[config.mk]
export PLATFORM = sky130hd
export DESIGN_NAME = grid_height_traversability_unit
export DESIGN_NICKNAME = d
export VERILOG_FILES = /design/src/ght_pkg.sv /design/src/grid_height_traversability_unit.sv /design/src/ght_cell.sv
export VERILOG_INCLUDE_DIRS = /design/src /design/src/src
export SDC_FILE = /design/constraint.sdc
export NUM_CORES = 2
export LEC_CHECK = 0
export BUFFER_PORTS_ARGS = -buffer_cell sky130_fd_sc_hd__buf_2
export CORE_MARGIN = 4
export CORE_UTILIZATION = 30
export DETAILED_ROUTE_END_ITERATION = 16
export GPL_ROUTABILITY_DRIVEN = 0
export MAX_ROUTING_LAYER = met4
export PLACE_DENSITY = 0.51
export SYNTH_ARGS = -nofsm -noshare
export SYNTH_HDL_FRONTEND = slang
export SYNTH_HIERARCHICAL = 1
export SYNTH_SLANG_ARGS = --single-unit
[constraint.sdc]
create_clock -name clk -period 8.4 [get_ports clk]
set_input_delay 0.84 -clock clk [delete_from_list [all_inputs] [get_ports clk]]
set_output_delay 0.84 -clock clk [all_outputs]
set_load 0.01 [all_outputs]
[src/assert_macros.svh]
// Assertion macros for the grid height traversability block.
`ifndef ASSERT_MACROS_SVH
`define ASSERT_MACROS_SVH

// Same-cycle implication, sampled on clk, off while rst_n is low.
`define GHT_ASSERT_IMPL(lbl, cond, prop, msg) \
  lbl: assert property (@(posedge clk) disable iff (!rst_n) (cond) |-> (prop)) \
    else $error(msg);

// Next-cycle implication, sampled on clk, off while rst_n is low.
`define GHT_ASSERT_NEXT(lbl, cond, prop, msg) \
  lbl: assert property (@(posedge clk) disable iff (!rst_n) (cond) |=> (prop)) \
    else $error(msg);

`endif

[src/ght_pkg.sv]
// Shared constants and types for the grid height traversability block.
package ght_pkg;

  localparam int CELLS_PER_SIDE_DEF = 4;
  localparam int COORD_WIDTH_DEF    = 24;

  localparam int REG_W     = 24;
  localparam int SIDE_W    = 20;
  localparam int CFG_W     = 24;
  localparam int CFG_IDX_W = 3;
  localparam int INDEX_W   = 6;

  localparam logic [1:0] OP_ADD   = 2'd0;
  localparam logic [1:0] OP_EVAL  = 2'd1;
  localparam logic [1:0] OP_CLEAR = 2'd2;

  localparam logic [CFG_IDX_W-1:0] CFG_GRID_LEFT    = 3'd0;
  localparam logic [CFG_IDX_W-1:0] CFG_GRID_TOP     = 3'd1;
  localparam logic [CFG_IDX_W-1:0] CFG_CELL_SIDE    = 3'd2;
  localparam logic [CFG_IDX_W-1:0] CFG_HEIGHT_LIMIT = 3'd3;
  localparam logic [CFG_IDX_W-1:0] CFG_SPREAD_LIMIT = 3'd4;

  localparam logic signed [REG_W-1:0] RST_GRID_LEFT    = 24'sd0;
  localparam logic signed [REG_W-1:0] RST_GRID_TOP     = 24'sd0;
  localparam logic [SIDE_W-1:0]       RST_CELL_SIDE    = 20'd256;
  localparam logic signed [REG_W-1:0] RST_HEIGHT_LIMIT = 24'sd512;
  localparam logic [REG_W-1:0]        RST_SPREAD_LIMIT = 24'd256;

  // per-cycle commands broadcast to every cell of the ring
  typedef struct packed {
    logic add;    // a point beat is in the update stage
    logic clr;    // empty the grid
    logic shift;  // rotate the ring by one cell toward the head
  } ght_ctl_t;

endpackage

[src/grid_height_traversability_unit.sv]
// Add/clear: one beat per cycle while the input is not stalled; a beat passes the
// stage-1 and stage-2 registers before it updates the cells. Evaluate: results come
// one per cycle while out_stall is low; input is stalled from the evaluate beat until
// the final cell is loaded out. A sweep covers all CELLS_PER_SIDE**2 cells, the ring
// rotating one cell per step. Reset (rst_n low, synchronous) clears occupied flags and
// control and loads register defaults, with no clearing pass.
`include "assert_macros.svh"

module grid_height_traversability_unit #(
  parameter int CELLS_PER_SIDE = ght_pkg::CELLS_PER_SIDE_DEF,
  parameter int COORD_WIDTH    = ght_pkg::COORD_WIDTH_DEF
) (
  input  logic                                clk,
  input  logic                                rst_n,
  input  logic                                in_valid,
  output logic                                in_stall,
  input  logic [1:0]                          in_op,
  input  logic signed [COORD_WIDTH-1:0]       in_point_x,
  input  logic signed [COORD_WIDTH-1:0]       in_point_y,
  input  logic signed [COORD_WIDTH-1:0]       in_point_z,
  output logic                                out_valid,
  input  logic                                out_stall,
  output logic [ght_pkg::INDEX_W-1:0]         out_cell_index,
  output logic                                out_empty_res,
  output logic                                out_drivable,
  output logic signed [COORD_WIDTH-1:0]       out_min_height,
  output logic signed [COORD_WIDTH-1:0]       out_max_height,
  output logic                                out_last,
  input  logic                                cfg_we,
  input  logic [ght_pkg::CFG_IDX_W-1:0]       cfg_index,
  input  logic [ght_pkg::CFG_W-1:0]           cfg_wdata
);

  localparam int NUM_CELLS = CELLS_PER_SIDE * CELLS_PER_SIDE;
  localparam int CNT_W     = (NUM_CELLS > 1) ? $clog2(NUM_CELLS) : 1;
  localparam int MAXW      = (COORD_WIDTH > ght_pkg::REG_W) ? COORD_WIDTH : ght_pkg::REG_W;
  localparam int BW        = MAXW + 2;
  localparam int DW        = (COORD_WIDTH + 1 > ght_pkg::REG_W) ? COORD_WIDTH + 1
                                                                : ght_pkg::REG_W;
  localparam logic [CNT_W-1:0] LAST_CELL = CNT_W'(NUM_CELLS - 1);

  // configuration
  logic signed [ght_pkg::REG_W-1:0]  grid_left_r, grid_top_r, height_limit_r;
  logic [ght_pkg::SIDE_W-1:0]        cell_side_r;
  logic [ght_pkg::REG_W-1:0]         spread_limit_r;

  always_ff @(posedge clk) begin
    if (!rst_n) begin
      grid_left_r    <= ght_pkg::RST_GRID_LEFT;
      grid_top_r     <= ght_pkg::RST_GRID_TOP;
      cell_side_r    <= ght_pkg::RST_CELL_SIDE;
      height_limit_r <= ght_pkg::RST_HEIGHT_LIMIT;
      spread_limit_r <= ght_pkg::RST_SPREAD_LIMIT;
    end else if (cfg_we) begin
      unique case (cfg_index)
        ght_pkg::CFG_GRID_LEFT:    grid_left_r    <= signed'(cfg_wdata);
        ght_pkg::CFG_GRID_TOP:     grid_top_r     <= signed'(cfg_wdata);
        ght_pkg::CFG_CELL_SIDE:    cell_side_r    <= cfg_wdata[ght_pkg::SIDE_W-1:0];
        ght_pkg::CFG_HEIGHT_LIMIT: height_limit_r <= signed'(cfg_wdata);
        ght_pkg::CFG_SPREAD_LIMIT: spread_limit_r <= cfg_wdata;
        default: ;
      endcase
    end
  end

  // column and row bounds, recomputed every cycle from the registers
  logic signed [BW-1:0] side_s, left_s, top_s;
  logic signed [BW-1:0] col_lo_r [CELLS_PER_SIDE];
  logic signed [BW-1:0] col_hi_r [CELLS_PER_SIDE];
  logic signed [BW-1:0] row_lo_r [CELLS_PER_SIDE];
  logic signed [BW-1:0] row_hi_r [CELLS_PER_SIDE];

  assign side_s = BW'(signed'({1'b0, cell_side_r}));
  assign left_s = BW'(grid_left_r);
  assign top_s  = BW'(grid_top_r);

  // stage 1: accepted beat
  logic                          s1_valid_r;
  logic [1:0]                    s1_op_r;
  logic signed [COORD_WIDTH-1:0] s1_x_r, s1_y_r, s1_z_r;
  logic signed [BW-1:0]          s1_x_s, s1_y_s;
  logic [CELLS_PER_SIDE-1:0]     col_hit, row_hit;

  // stage 2: cell select and update
  logic                          s2_valid_r;
  logic [1:0]                    s2_op_r;
  logic signed [COORD_WIDTH-1:0] s2_z_r;
  logic [CELLS_PER_SIDE-1:0]     col_hit_r, row_hit_r;

  logic in_acc, s1_eval, s2_eval;
  logic sweep_r, step;
  logic [CNT_W-1:0] cnt_r;

  assign s1_x_s = BW'(s1_x_r);
  assign s1_y_s = BW'(s1_y_r);

  // boundaries are exclusive: a point on an edge hits nothing
  for (genvar c = 0; c < CELLS_PER_SIDE; c++) begin : g_bounds
    always_ff @(posedge clk) begin
      col_lo_r[c] <= left_s + side_s * BW'(c);
      col_hi_r[c] <= left_s + side_s * BW'(c + 1);
      row_hi_r[c] <= top_s - side_s * BW'(c);
      row_lo_r[c] <= top_s - side_s * BW'(c + 1);
    end
    assign col_hit[c] = (s1_x_s > col_lo_r[c]) && (s1_x_s < col_hi_r[c]);
    assign row_hit[c] = (s1_y_s > row_lo_r[c]) && (s1_y_s < row_hi_r[c]);
  end

  assign s1_eval  = s1_valid_r && (s1_op_r == ght_pkg::OP_EVAL);
  assign s2_eval  = s2_valid_r && (s2_op_r == ght_pkg::OP_EVAL);
  assign in_stall = s1_eval || s2_eval || sweep_r;
  assign in_acc   = in_valid && !in_stall;

  always_ff @(posedge clk) begin
    if (!rst_n) begin
      s1_valid_r <= 1'b0;
      s2_valid_r <= 1'b0;
    end else begin
      s1_valid_r <= in_acc;
      s2_valid_r <= s1_valid_r;
    end
  end

  always_ff @(posedge clk) begin
    if (in_acc) begin
      s1_op_r <= in_op;
      s1_x_r  <= in_point_x;
      s1_y_r  <= in_point_y;
      s1_z_r  <= in_point_z;
    end
    s2_op_r   <= s1_op_r;
    s2_z_r    <= s1_z_r;
    col_hit_r <= col_hit;
    row_hit_r <= row_hit;
  end

  // cell ring: position 0 is the head, the ring rotates toward it during a sweep
  ght_pkg::ght_ctl_t ctl;
  logic                          occ_w [NUM_CELLS];
  logic signed [COORD_WIDTH-1:0] lo_w  [NUM_CELLS];
  logic signed [COORD_WIDTH-1:0] hi_w  [NUM_CELLS];

  assign ctl.add   = s2_valid_r && (s2_op_r == ght_pkg::OP_ADD);
  assign ctl.clr   = s2_valid_r && (s2_op_r == ght_pkg::OP_CLEAR);
  assign ctl.shift = step;

  for (genvar k = 0; k < NUM_CELLS; k++) begin : g_cell
    ght_cell #(
      .W (COORD_WIDTH)
    ) u_cell (
      .clk     (clk),
      .rst_n   (rst_n),
      .ctl     (ctl),
      .hit     (col_hit_r[k / CELLS_PER_SIDE] && row_hit_r[k % CELLS_PER_SIDE]),
      .z       (s2_z_r),
      .nbr_occ (occ_w[(k + 1) % NUM_CELLS]),
      .nbr_lo  (lo_w[(k + 1) % NUM_CELLS]),
      .nbr_hi  (hi_w[(k + 1) % NUM_CELLS]),
      .occ     (occ_w[k]),
      .lo      (lo_w[k]),
      .hi      (hi_w[k])
    );
  end

  // sweep control
  logic out_valid_r;

  assign step = sweep_r && (!out_valid_r || !out_stall);

  always_ff @(posedge clk) begin
    if (!rst_n) begin
      sweep_r     <= 1'b0;
      cnt_r       <= '0;
      out_valid_r <= 1'b0;
    end else begin
      if (s2_eval) begin
        sweep_r <= 1'b1;
      end else if (step) begin
        if (cnt_r == LAST_CELL) begin
          sweep_r <= 1'b0;
          cnt_r   <= '0;
        end else begin
          cnt_r <= cnt_r + CNT_W'(1);
        end
      end
      if (step) begin
        out_valid_r <= 1'b1;
      end else if (!out_stall) begin
        out_valid_r <= 1'b0;
      end
    end
  end

  // head cell evaluation
  logic signed [MAXW-1:0]        head_hi_x, hlim_x;
  logic signed [COORD_WIDTH:0]   spread_w;
  logic                          head_drv;

  assign head_hi_x = MAXW'(hi_w[0]);
  assign hlim_x    = MAXW'(height_limit_r);
  assign spread_w  = (COORD_WIDTH + 1)'(hi_w[0]) - (COORD_WIDTH + 1)'(lo_w[0]);
  assign head_drv  = occ_w[0] && (head_hi_x <= hlim_x) &&
                     (DW'(unsigned'(spread_w)) <= DW'(spread_limit_r));

  logic [ght_pkg::INDEX_W-1:0]   out_cell_index_r;
  logic                          out_empty_res_r, out_drivable_r, out_last_r;
  logic signed [COORD_WIDTH-1:0] out_min_height_r, out_max_height_r;

  always_ff @(posedge clk) begin
    if (step) begin
      out_cell_index_r <= ght_pkg::INDEX_W'(cnt_r);
      out_empty_res_r  <= !occ_w[0];
      out_drivable_r   <= head_drv;
      out_min_height_r <= occ_w[0] ? lo_w[0] : '0;
      out_max_height_r <= occ_w[0] ? hi_w[0] : '0;
      out_last_r       <= (cnt_r == LAST_CELL);
    end
  end

  assign out_valid      = out_valid_r;
  assign out_cell_index = out_cell_index_r;
  assign out_empty_res  = out_empty_res_r;
  assign out_drivable   = out_drivable_r;
  assign out_min_height = out_min_height_r;
  assign out_max_height = out_max_height_r;
  assign out_last       = out_last_r;

  `GHT_ASSERT_NEXT(a_eval_blocks_input, in_valid && !in_stall && in_op == ght_pkg::OP_EVAL, in_stall, "input not stalled behind evaluate beat")
  `GHT_ASSERT_IMPL(a_cnt_idle_zero, !sweep_r, cnt_r == '0, "sweep counter not parked at zero")
  `GHT_ASSERT_IMPL(a_last_on_final_cell, out_valid && out_last, out_cell_index == ght_pkg::INDEX_W'(NUM_CELLS - 1), "last flag on wrong cell")
  `GHT_ASSERT_NEXT(a_step_loads_output, step, out_valid, "ring step without output beat")

endmodule

[src/ght_cell.sv]
// One grid cell: occupied flag and height range, part of a rotating ring.
module ght_cell #(
  parameter int W = ght_pkg::COORD_WIDTH_DEF
) (
  input  logic                clk,
  input  logic                rst_n,
  input  ght_pkg::ght_ctl_t   ctl,
  input  logic                hit,
  input  logic signed [W-1:0] z,
  input  logic                nbr_occ,
  input  logic signed [W-1:0] nbr_lo,
  input  logic signed [W-1:0] nbr_hi,
  output logic                occ,
  output logic signed [W-1:0] lo,
  output logic signed [W-1:0] hi
);

  logic                occ_r, occ_nxt;
  logic signed [W-1:0] lo_r, lo_nxt;
  logic signed [W-1:0] hi_r, hi_nxt;

  always_comb begin
    occ_nxt = occ_r;
    lo_nxt  = lo_r;
    hi_nxt  = hi_r;
    priority if (ctl.shift) begin
      occ_nxt = nbr_occ;
      lo_nxt  = nbr_lo;
      hi_nxt  = nbr_hi;
    end else if (ctl.clr) begin
      occ_nxt = 1'b0;
    end else if (ctl.add && hit) begin
      if (!occ_r) begin
        occ_nxt = 1'b1;
        lo_nxt  = z;
        hi_nxt  = z;
      end else begin
        if (z < lo_r) lo_nxt = z;
        if (z > hi_r) hi_nxt = z;
      end
    end
  end

  always_ff @(posedge clk) begin
    if (!rst_n) begin
      occ_r <= 1'b0;
    end else begin
      occ_r <= occ_nxt;
    end
  end

  // heights are only read behind a set occupied flag
  always_ff @(posedge clk) begin
    lo_r <= lo_nxt;
    hi_r <= hi_nxt;
  end

  assign occ = occ_r;
  assign lo  = lo_r;
  assign hi  = hi_r;

endmodule
==> flow_metrics.tcl <==
set metrics [dict create \
    floorplan.initialDensity 0.3016 \
    worst_skew_pair.late_latency_ps 850 \
    area_delta_synth_final_pct 13.46 \
    port_buffers 162 \
    clock_tree.htree_level_count 4 \
    post-route-cell-area_um2 93650 \
    synth-seq-area-share 0.4268 \
    synth_compound_area_frac 0.1236 \
    yosys.area_share.adder 0.1915 \
    fin_crit_sh 0.6148 \
    postSynthRegisterBits 1311 \
    avgRoutedWirePerCell_um 19.70 \
    leakage_nw 42.45 \
    synth_simple_gate_area_frac 0.1730 \
    congestion_overflow_gr 0 \
    antenna_found_initial 19 \
    drtIter0Drc 4565 \
    end_kind "flip-flop" \
    grt_pass1_vias 65550 \
    finalClockSkew_ps 69.56 \
    cp_common_cell "sky130_fd_sc_hd__a21oi_1" \
    synth.avg_cell_area_um2 9.152 \
    synth_enable_flop_cells 897 \
    maxCapViolCount 0 \
    timing.hold.worst.class "in -> reg" \
    synth_area_um2 82540 \
    synth_top_cells_by_area "sky130_fd_sc_hd__edfxtp_1, sky130_fd_sc_hd__ha_1, sky130_fd_sc_hd__nand2_1" \
    synthCells 9018 \
    status "complete, no violations" \
    final.fill_count 27780 \
    achievable-frequency_ghz 0.1936 \
    drc 0 \
    unrepaired_setup_endpoints_after_global_routing "false" \
    synthDistinctLibCells 76 \
    post_cts_resized 0 \
    worstPathArrival_ps 5890 \
    fp.dieH_um 532.5 \
    clk_path_buf_depth 4 \
    largest_fanout_of_any_net_on_the_critical_path 11 \
    pin_count 165 \
    yosys-mux-area-fraction 0.0006064 \
    critical_path.startpoint_type "flip-flop" \
    setup_ws_ps 3236 \
    synth_top_family_by_area "adder cells" \
    worst_r2r_path_depth 19 \
    post-dp-hpwl_um 199000 \
    path_cells "ha_1 -> fa_1 -> a21oi_1 -> o21ai_0 -> o41ai_1 -> o211ai_1 -> a21oi_1 -> o21bai_1 -> a21oi_1 -> xor2_1 -> ha_1 -> a21o_1 -> a21oi_1 -> and2_1 -> o2111ai_1 -> and3_1 -> o21ai_0 -> nor2b_1 -> xnor2_1" \
    cts_tree "yes" \
    clock_tree.root_cell "sky130_fd_sc_hd__clkbuf_16" \
    vias_per_cell 4.993 \
    worstPathBufferInverterCount 0 \
    synth-main-ff-cell "sky130_fd_sc_hd__edfxtp_1" \
    mostFrequentLayoutCell "sky130_fd_sc_hd__nand2_1" \
    wire_length_of_the_first_global_routing_pass_um 388600 \
    clock-sinks 1311 \
    timing.setup.critical_path_class "reg -> reg" \
    synthDominantCellAreaShare 0.3263 \
    post_cts_hold_buffer_count 0 \
    timing.hold.worst_path_depth 1 \
    timing.max_slew.rel_slack 0.3001 \
    cts_made_buffers 165 \
    coreArea_um2 273600 \
    die_width_um 532.5 \
    setup_viol_count_final 0 \
    cp.required_ps 9120 \
    vias 64940 \
    die-area_um2 283600 \
    finalPower_mw 16.90 \
    tightest_slew_ps 1049 \
    asyncSetResetFlopFracSynth 0 \
    final_setup_tns_ps 0 \
    finalMaxSlewViolations 0 \
    detail_route.first_pass.iterations 6 \
    cp.depth 19 \
    placed_area_um2 88090 \
    yosys.area_share.xor_xnor 0.02112 \
    dpl_worst_slack_ps 3395 \
    nets 10630 \
    pin_count_of_the_biggest_net_entering_global_routing 156 \
    clk_transition_reported_paths_ps 60 \
    fin_crit_ps 5164 \
    grt_use_total 0.1801 \
    vdd.ir_drop.worst_uv 155.5 \
    cp_slowest_cell "sky130_fd_sc_hd__o41ai_1" \
    floorplan.rows 192 \
    yosys_warnings 6 \
    layout.cells.most_common_list "sky130_fd_sc_hd__nand2_1, sky130_fd_sc_hd__ha_1, sky130_fd_sc_hd__inv_1" \
    detail_route.wirelength_um 256300 \
    route.antenna.remaining_nets 0 \
    post_cts_buffers 0 \
    hold_violations 0 \
    pwr_density_cell_nw_per_um2 180.5 \
    drive_gt1_frac 0.06778 \
    synthDominantAreaCellType "sky130_fd_sc_hd__edfxtp_1" \
    worst_path_largest_cell_delay_ps 530 \
    critical-path-top-delay-family "compound AO/OA/AOI/OAI gates" \
]
==> area by class of cell <==
class,instances,area [um2],area share
antenna,19,47.55,0.0005077
clock buffer,223,4695,0.05013
clock inverter,73,814.5,0.008698
inverter,1213,4553,0.04862
multi-input combinational,6317,42170,0.4503
sequential,1311,35250,0.3765
tap,3589,4491,0.04795
timing repair buffer,261,1619,0.01729
==> Yosys cell counts (61+ instances only) <==
cell type / n
sky130_fd_sc_hd__nand2_1: 2325
sky130_fd_sc_hd__nor2b_1: 99
sky130_fd_sc_hd__inv_1: 1212
sky130_fd_sc_hd__ha_1: 1247
sky130_fd_sc_hd__dfxtp_1: 414
sky130_fd_sc_hd__o211ai_1: 68
sky130_fd_sc_hd__xnor2_1: 154
sky130_fd_sc_hd__a21boi_0: 139
sky130_fd_sc_hd__o21ai_0: 201
sky130_fd_sc_hd__a21o_1: 266
sky130_fd_sc_hd__nand4_1: 216
sky130_fd_sc_hd__edfxtp_1: 897
sky130_fd_sc_hd__nor2_1: 195
sky130_fd_sc_hd__a211oi_1: 64
sky130_fd_sc_hd__nand3_1: 129
sky130_fd_sc_hd__clkbuf_1: 143
sky130_fd_sc_hd__a21oi_1: 498
sky130_fd_sc_hd__nor3_1: 61
==> stage by stage <==
step / cells / utilization / hold slack [ps]
floorplan: 9019 / - / 323.3
global placement: 12690 / 0.3219 / 330.0
detailed placement: 12690 / 0.3219 / 326.8
CTS: 12990 / 0.3421 / 101.6
global route: 13000 / 0.3422 / 120.9
finish: 13010 / 0.3422 / 169.5
==> cells by family after synthesis <==
group	after synthesis
buffers and inverters	1391
XOR/XNOR	199
flip-flops	1311
other	1
multiplexers	5
AO/OA/AOI/OAI	1559
adder cells (fa/ha/maj)	1257
AND/OR/NAND/NOR	3295
==> report_power, final <==
group	total, mW	internal [mW]	switching [mW]
clock network	7.30	4.39	2.92
logic	2.15	0.819	1.33
registers	7.44	7.21	0.236
total	16.9	12.4	4.49
==> metal layers <==
metal | GRT usage | up-vias | wire, um | share of wire
met2 | 0.3026 | 1585 | 122900 | 0.48
li1 | - | 31660 | - | -
met3 | 0.02507 | 494 | 13430 | 0.052
met5 | - | - | 0 | 0
met1 | 0.2230 | 31210 | 111200 | 0.43
met4 | 0.05823 | 0 | 8719 | 0.034
==> registers in the layout, indices dropped and copies added (netlist names), 20 cells and up <==
| signal | cells |
|---|---|
| col_lo_r | 22 |
| grid_top_r | 24 |
| grid_left_r | 24 |
| out_min_height | 24 |
| s1_y_r | 24 |
| height_limit_r | 24 |
| cell_side_r | 20 |
| col_hi_r | 98 |
| row_lo_r | 72 |
| s2_z_r | 24 |
| s1_x_r | 24 |
| g_cell.u_cell/hi | 384 |
| spread_limit_r | 24 |
| g_cell.u_cell/lo | 384 |
| out_max_height | 24 |
| row_hi_r | 48 |
| s1_z_r | 24 |
==> path summary, 6_finish.rpt <==
kind	start	end	slack [ps]
min	in_point_x[1]	s1_x_r[1]$_DFFE_PP_	170
min reg2reg	s1_z_r[16]$_DFFE_PP_	s2_z_r[16]$_DFF_P_	320
max reg2reg	cell_side_r[1]$_SDFFE_PN0P_	row_lo_r[2][19]$_DFF_P_	3240
max	cell_side_r[1]$_SDFFE_PN0P_	row_lo_r[2][19]$_DFF_P_	3240
Note: power is estimated with default switching activity, not from simulation.
